### config.mk
export PLATFORM = sky130hd
export DESIGN_NAME = hpp_cell
export DESIGN_NICKNAME = d
export VERILOG_FILES = /design/src/hw/rtl/hpp_pkg.sv /design/src/hw/rtl/hpp_cell.sv
export SDC_FILE = /design/constraint.sdc
export NUM_CORES = 1
export LEC_CHECK = 0
export ABC_AREA = 1
export BUFFER_PORTS_ARGS = -buffer_cell sky130_fd_sc_hd__buf_2
export CORE_ASPECT_RATIO = 1.75
export CORE_UTILIZATION = 50
export DETAILED_ROUTE_END_ITERATION = 12
export PLACE_DENSITY = 0.89
export SKIP_LAST_GASP = 1
export SYNTH_ARGS = -nofsm -noshare
export SYNTH_HDL_FRONTEND = slang
export SYNTH_SLANG_ARGS = --single-unit
### constraint.sdc
create_clock -name clk -period 2.45 [get_ports clk]
set_clock_uncertainty 0.05 [all_clocks]
set_input_delay 0.3675 -clock clk [delete_from_list [all_inputs] [get_ports clk]]
set_output_delay 0.3675 -clock clk [all_outputs]
set_load 0.005 [all_outputs]
### src/hw/rtl/hpp_pkg.sv
// Package for the holiday period partition block.
// Holds the word types, status codes, cell operations and controller states.
// No dependencies; every other file imports it.
`timescale 1ns / 1ps

package hpp_pkg;

  // Day numbers are fixed at the width of the word fields.
  localparam int DAY_BITS = 20;
  localparam int CFG_IDX_BITS = 2;

  typedef logic [DAY_BITS-1:0] hpp_day_t;

  // Input action codes.
  typedef enum logic {
    ACT_ADD  = 1'b0,
    ACT_READ = 1'b1
  } hpp_action_t;

  // Result status codes.
  typedef enum logic [2:0] {
    ST_APPLIED = 3'd0,
    ST_NOT_YET = 3'd1,
    ST_OUTSIDE = 3'd2,
    ST_FULL    = 3'd3,
    ST_READ    = 3'd4
  } hpp_status_t;

  // Configuration register indexes.
  typedef enum logic [CFG_IDX_BITS-1:0] {
    CFG_EPOCH_START = 2'd0,
    CFG_EPOCH_END   = 2'd1,
    CFG_AS_OF_DAY   = 2'd2,
    CFG_UNUSED      = 2'd3
  } hpp_cfg_idx_t;

  // Input word.
  typedef struct packed {
    hpp_action_t action;
    hpp_day_t    announced_day;
    hpp_day_t    holiday_start;
    hpp_day_t    holiday_end;
  } hpp_in_t;

  // Result word.
  typedef struct packed {
    hpp_status_t status;
    hpp_day_t    period_start;
    hpp_day_t    period_end;
    logic        last;
  } hpp_out_t;

  // Operation applied to every cell of the chain together.
  typedef enum logic [1:0] {
    OP_HOLD   = 2'd0,
    OP_INSERT = 2'd1,
    OP_ROTATE = 2'd2,
    OP_CLEAR  = 2'd3
  } hpp_cell_op_t;

  // Control bundle broadcast from the controller to every cell.
  typedef struct packed {
    hpp_cell_op_t op;
    hpp_day_t     ins_day;   // day to insert, or new head day on clear
    hpp_day_t     head_day;  // head cell's day, wraps round on rotate
    hpp_day_t     key_s;     // first boundary to look up
    hpp_day_t     key_e;     // second boundary to look up
  } hpp_cell_ctl_t;

  // Controller states.
  typedef enum logic [2:0] {
    S_IDLE,
    S_CHECK,
    S_DECIDE,
    S_INS_S,
    S_INS_E,
    S_REPORT,
    S_READ
  } hpp_state_t;

endpackage

### src/hw/rtl/hpp_cell.sv
// One cell of the boundary chain: holds one sub-period start day and its valid bit.
// Depends on hpp_pkg for the day type and the control bundle.
`timescale 1ns / 1ps

module hpp_cell
  import hpp_pkg::*;
#(
  parameter bit IS_HEAD = 1'b0
) (
  input  logic          clk,
  input  logic          rst_n,
  input  hpp_cell_ctl_t ctl,
  input  hpp_day_t      left_day,
  input  logic          left_valid,
  input  hpp_day_t      right_day,
  input  logic          right_valid,
  output hpp_day_t      day_o,
  output logic          valid_o,
  output logic          match_s_o,
  output logic          match_e_o
);

  hpp_day_t day_r, day_nxt;
  logic     valid_r, valid_nxt;
  logic     lt_self, lt_left;

  // Ordering against the day being inserted.
  assign lt_self = valid_r && (day_r < ctl.ins_day);
  assign lt_left = left_valid && (left_day < ctl.ins_day);

  // Next contents for each chain operation.
  always_comb begin
    day_nxt   = day_r;
    valid_nxt = valid_r;
    case (ctl.op)
      OP_INSERT: begin
        if (lt_self) begin
          day_nxt = day_r;
        end else if (IS_HEAD || lt_left) begin
          day_nxt   = ctl.ins_day;
          valid_nxt = 1'b1;
        end else begin
          day_nxt   = left_day;
          valid_nxt = valid_r || left_valid;
        end
      end
      OP_ROTATE: begin
        if (valid_r) begin
          day_nxt = right_valid ? right_day : ctl.head_day;
        end
      end
      OP_CLEAR: begin
        day_nxt   = IS_HEAD ? ctl.ins_day : day_r;
        valid_nxt = IS_HEAD;
      end
      default: begin
        day_nxt   = day_r;
        valid_nxt = valid_r;
      end
    endcase
  end

  // State registers; the head cell comes out of reset holding day zero.
  always_ff @(posedge clk) begin
    if (!rst_n) begin
      day_r   <= '0;
      valid_r <= IS_HEAD;
    end else begin
      day_r   <= day_nxt;
      valid_r <= valid_nxt;
    end
  end

  assign day_o     = day_r;
  assign valid_o   = valid_r;
  assign match_s_o = valid_r && (day_r == ctl.key_s);
  assign match_e_o = valid_r && (day_r == ctl.key_e);

endmodule

## After elaboration in Yosys (flattened, before gate mapping)

Cells that the tools add are included.
Widths: inputs -> output; s select.

- Flip-flop bits (word level): 21
- Output and inout bits: 23

- $lt $le $gt $ge: 2
- Equal/unequal tests: 7
- Mux-type cells: 8
- Reduce and logical (&&, ||, !) cells: 9

Operators with widths:

| kind | count |
|---|---|
| $mux 20 | 4 |
| $eq 20x20->1 | 2 |
| $lt 20x20->1 | 2 |
| $pmux 20 s2 | 1 |
| $eq 2x2->1 const B | 2 |
| $logic_and 1x1->1 | 4 |
| $ne 2x2->1 const B | 2 |
| $reduce_bool 2->1 | 2 |
| $reduce_and 3->1 | 1 |
| $eq 2x1->1 const B | 1 |
| $mux 1 | 2 |
| $pmux 1 s2 | 1 |
| $reduce_and 2->1 | 1 |
| $logic_or 1x1->1 | 1 |

## Longest topological paths before layout

- Depth in word-level cells: 5
- Depth in mapped cells: 15
- Depth with buffers taken out: 14

## Worst setup path after synthesis

OpenSTA, ideal clock, no wires.

- Path kind: input-to-reg
- Start point: input ctl[75] (netlist name)
- End point: register day_r[10], in the netlist day_o[10]
- Library setup time: 0.119 ns
- Arrival: 1.633 ns
- Data required time: 2.281 ns
- Path slack: 0.648 ns
- Stages on the path: 13
- Path buffers: 1
- Path through: inv_1 -> ha_1 -> nand2_1 -> inv_1 -> nand2_1 -> nand2_1 -> nand2_1 -> nand2_1 -> inv_2 -> clkbuf_1 -> nand4_1 -> nand3_1 -> a21oi_2

- Cells in the longest elaborated chain, start to end: 5
- Elaborated cells on any way between the ends: 9
- Those cells by class: 2 x order compare; 1 x eq/ne; 3 x mux; 3 x reduce/logical

Ends and longest elaborated chain:

| item | RTL line | source |
|---|---|---|
| start: declaration | hpp_cell.sv:12 | `input hpp_cell_ctl_t ctl,` |
| $lt 20x20->1 | hpp_cell.sv:29 | `assign lt_left = left_valid && (left_day < ctl.ins_day);` |
| $logic_and 1x1->1 | hpp_cell.sv:29 |  |
| $mux 20 | hpp_cell.sv:39 | `end else if (IS_HEAD \|\| lt_left) begin` |
| $mux 20 | hpp_cell.sv:37 | `if (lt_self) begin` |
| $pmux 20 s2 | hpp_cell.sv:35 | `case (ctl.op)` |
| end signal: assignment | hpp_cell.sv:69 | `day_r <= day_nxt;` |
| end: declaration | hpp_cell.sv:23 | `hpp_day_t day_r, day_nxt;` |

Parallel ways exist; a longest one is shown, timed or not. The select of a mux whose other input is x is not followed.
A chain may end at the register's enable or synchronous reset.

## Worst setup path after layout

- Start point: register day_r[9], in the netlist day_o[9]
- End point: register day_r[9], in the netlist day_o[9]

- Cells in the longest elaborated chain, start to end: 4

Ends and longest elaborated chain:

| item | RTL line | source |
|---|---|---|
| $lt 20x20->1 | hpp_cell.sv:28 | `assign lt_self = valid_r && (day_r < ctl.ins_day);` |
| $logic_and 1x1->1 | hpp_cell.sv:28 |  |
| $ne 2x2->1 (no line) | - |  |
| $reduce_and 3->1 (no line) | - |  |

No other way between the ends.

==> results.ini <==
[clock_tree]
cts_sinks=21
cts_buffers=3
clk_latency_ns=0.26
cts.path.max_buffers=2
cts_tree=built
path_clk_slew_ns=0.06
cts_max_level=1
postCtsSetupRepairBufs=0
clock-root-buffer=clkbuf_16

[cells_and_area]
nets=848
fin_area_um2=4153
area_growth_syn_to_layout_pct=24.45
fin_cells=765
layout-drive-gt1-share=0.2914
num_antenna_cells=0

[worst_setup_path]
cp_top_family=simple AND/OR/NAND/NOR gates
arrival_ns=2.42
r2r-start=day_o[9]
r2r_end=day_o[9]
worstPathRequired_ns=2.54
endpoint=day_o[9]
reg2regPathDepth=10
reg2reg_slack_ns=0.12
critPathCaptureType=flop
slowest_stage=dfxtp_1
cp_max_fo=40
crit_cells=10
critical-path-max-stage-delay_ns=0.41
path_buf_inv=0
startpoint_type=flop
crit_path_start=day_o[9]
crit_type=flop to flop
crit_path_cell_trace=ha_1 > nand2_1 > nor2_1 > nand3_1 > nor2_1 > nand2_1 > nand3_2 > nand2_4 > a21oi_1 > a21oi_2

[pwr]
total_power_mw=1.458
seqPwrFrac=0.289
vdd_ir_drop_max_v=0.0002498
p_clk_frac=0.248
switchingPower_uw=589.1
power_frac_comb=0.463
p_int_uw=869.2
power.leakage_nw=2.441
swShare=0.4040
p_per_area_nw_per_um2=351.2

[global_route]
overflow=0
grt_usage=0.3420
grt_pass1_wl_um=18420
grt_pass1_vias=4084
grt_max_degree=41
antenna_found_initial=0

[placement]
placed_cell_area_um2=4066
dp_hpwl_um=9946
globalplace.congestion=0.9186
dp.cells=761
io_buffers=148

[logic_synthesis]
synth_seq_area_share=0.1260
yosys_warnings=0
synthDistinctLibCells=31
avgSynthCellArea_um2=6.056
ys_seq_elements=21
synth_fp_nets=715
synthCells=551
syn-cell-area_um2=3337

[sta]
finalCritPeriodShare=0.9526
rsz0062_at_grt=no
finalSetupViolations=0
tightestPinTransition_ns=0.7279
final.setup.tns_ns=0
max_slew_margin=0.5136
slew_violations=0
hold_violations=0
fmax_mhz=428.5
period_needed_ns=2.334

[detailed_routing]
routedLengthMet1_um=4221
wl_per_cell_um=15.71
vias=4270
wl_um=12020
antenna_left=0
dr.pass1.iters=7
via_per_inst=5.582
drc_errors=0
met2_length_um=6381
met3WireLength_um=514
topRoutingLayerUsed=met4
drt_iter0_drc=332

[die]
rows=39
core-area_um2=6490
die_h_um=110.1
initial_core_util=0.5142
ios=149
die_width_um=63.76
fp.dieArea_um2=7018

[flow_run]
cap_violations=0

[outcome]
outcome=complete, no violations

[hold_path]
min_path_type=primary input to flop

-- registers in the layout, summed over array words and instances, names as in the netlist --
name	cells
day_o	20
valid_o	1
-- layer usage --
| metal | global-route usage | vias to the layer above |
|---|---|---|
| met2 | 0.6497 | 198 |
| met5 | 0 | - |
| met3 | 0.03909 | 68 |
| met4 | 0.2679 | 0 |
| met1 | 0.3288 | 1922 |
| li1 | - | 2082 |
-- Yosys cell counts --
| master | n | share of area |
|---|---|---|
| nand2_1 | 159 | 0.18 |
| inv_1 | 89 | 0.10 |
| a21oi_1 | 50 | 0.075 |
| nand3_1 | 40 | 0.060 |
| ha_1 | 38 | 0.14 |
| nand4_1 | 24 | 0.045 |
| dfxtp_1 | 21 | 0.13 |
| a21oi_2 | 20 | 0.052 |
| nor2_1 | 19 | 0.021 |
| nand3_2 | 12 | 0.036 |
| clkbuf_1 | 11 | 0.012 |
| xnor2_1 | 9 | 0.024 |
| a221oi_1 | 7 | 0.018 |
| buf_2 | 7 | 0.010 |
| o21ai_0 | 7 | 0.010 |
| o22ai_1 | 7 | 0.013 |
| buf_6 | 6 | 0.020 |
| xor2_1 | 5 | 0.013 |
| nor2_2 | 3 | 0.0056 |
| nor4_1 | 3 | 0.0056 |
| a211oi_1 | 2 | 0.0045 |
| buf_4 | 2 | 0.0045 |
| inv_2 | 2 | 0.0023 |
| a21o_1 | 1 | 0.0023 |
| a31oi_1 | 1 | 0.0019 |
| and2_1 | 1 | 0.0019 |
| nand2_2 | 1 | 0.0019 |
| nand2_4 | 1 | 0.0034 |
| nor2_4 | 1 | 0.0034 |
| o211ai_1 | 1 | 0.0023 |
| o21ai_1 | 1 | 0.0015 |
-- power groups by stage --
stage,Combinational [mW],Sequential (mW),Clock (mW)
after floorplan,0.423,0.408,0
after detailed placement,0.664,0.428,0
after CTS,0.667,0.420,0.357
after global placement,0.639,0.427,0
final,0.676,0.422,0.361
after global routing,0.756,0.423,0.377
-- cells in the final DEF, fill, tap and decap left out, types with 2 or more instances in the layout --
cell type,count
nand2_1,159
buf_2,148
inv_1,89
a21oi_1,50
nand3_1,40
ha_1,38
nand4_1,24
dfxtp_1,21
a21oi_2,20
nor2_1,19
nand3_2,12
xnor2_1,9
o22ai_1,7
a221oi_1,7
o21ai_0,7
buf_4,6
xor2_1,5
nor2_2,3
clkbuf_16,3
nor4_1,2
a211oi_1,2
inv_2,2
-- worst min path at each step --
stage	start	depth (start not counted)	slack, ns	endpoint
after floorplan	rst_n	2	0.45	day_o[15]
after global placement	valid_o	2	0.58	valid_o
after detailed placement	ctl[80]	4	0.59	valid_o
after CTS	ctl[80]	4	0.32	valid_o
after global routing	ctl[80]	4	0.37	valid_o
final	ctl[80]	4	0.33	valid_o
-- cell families (layout without fill, tap and decap cells) --
group,after synthesis,after routing,share of synthesized area
AO/OA/AOI/OAI,97,97,0.1819
adder cells (fa/ha/maj),38,38,0.1425
XOR/XNOR,14,14,0.03675
flip-flops,21,21,0.1260
buffers and inverters,117,249,0.1500
AND/OR/NAND/NOR,264,264,0.3630
-- layout make-up --
class,instances,area (um^2)
clock buffer,3,75.07
tap,82,102.6
multi-input combinational,413,2422
inverter,91,341.6
fill,647,2337
clock inverter,1,5.005
timing repair buffer,154,785.8
sequential,21,420.4
-- through the flow --
step	hold WS, ns	setup WS (ns)	utilization
3_3_place_gp	0.5847	0.1269	0.6266
6_report	0.3278	0.1161	0.6399
3_5_place_dp	0.5908	0.05489	0.6266
4_1_cts	0.3236	0.1564	0.6389
5_1_grt	0.3671	0.04490	0.6399
2_1_floorplan	0.4536	0.6476	-
-- repair_timing --
item / in CTS / in global routing
hold buffers: 0 / 0
setup endpoints to repair: 0 / 1
resized for setup: 0 / 1
-- tightest hold or removal path: cells and delay by family --
kind	cells	cell delay (ns)
buffers and inverters	1	0.09
AND/OR/NAND/NOR	3	0.14
No activity file was read; power rests on OpenSTA's default activity.
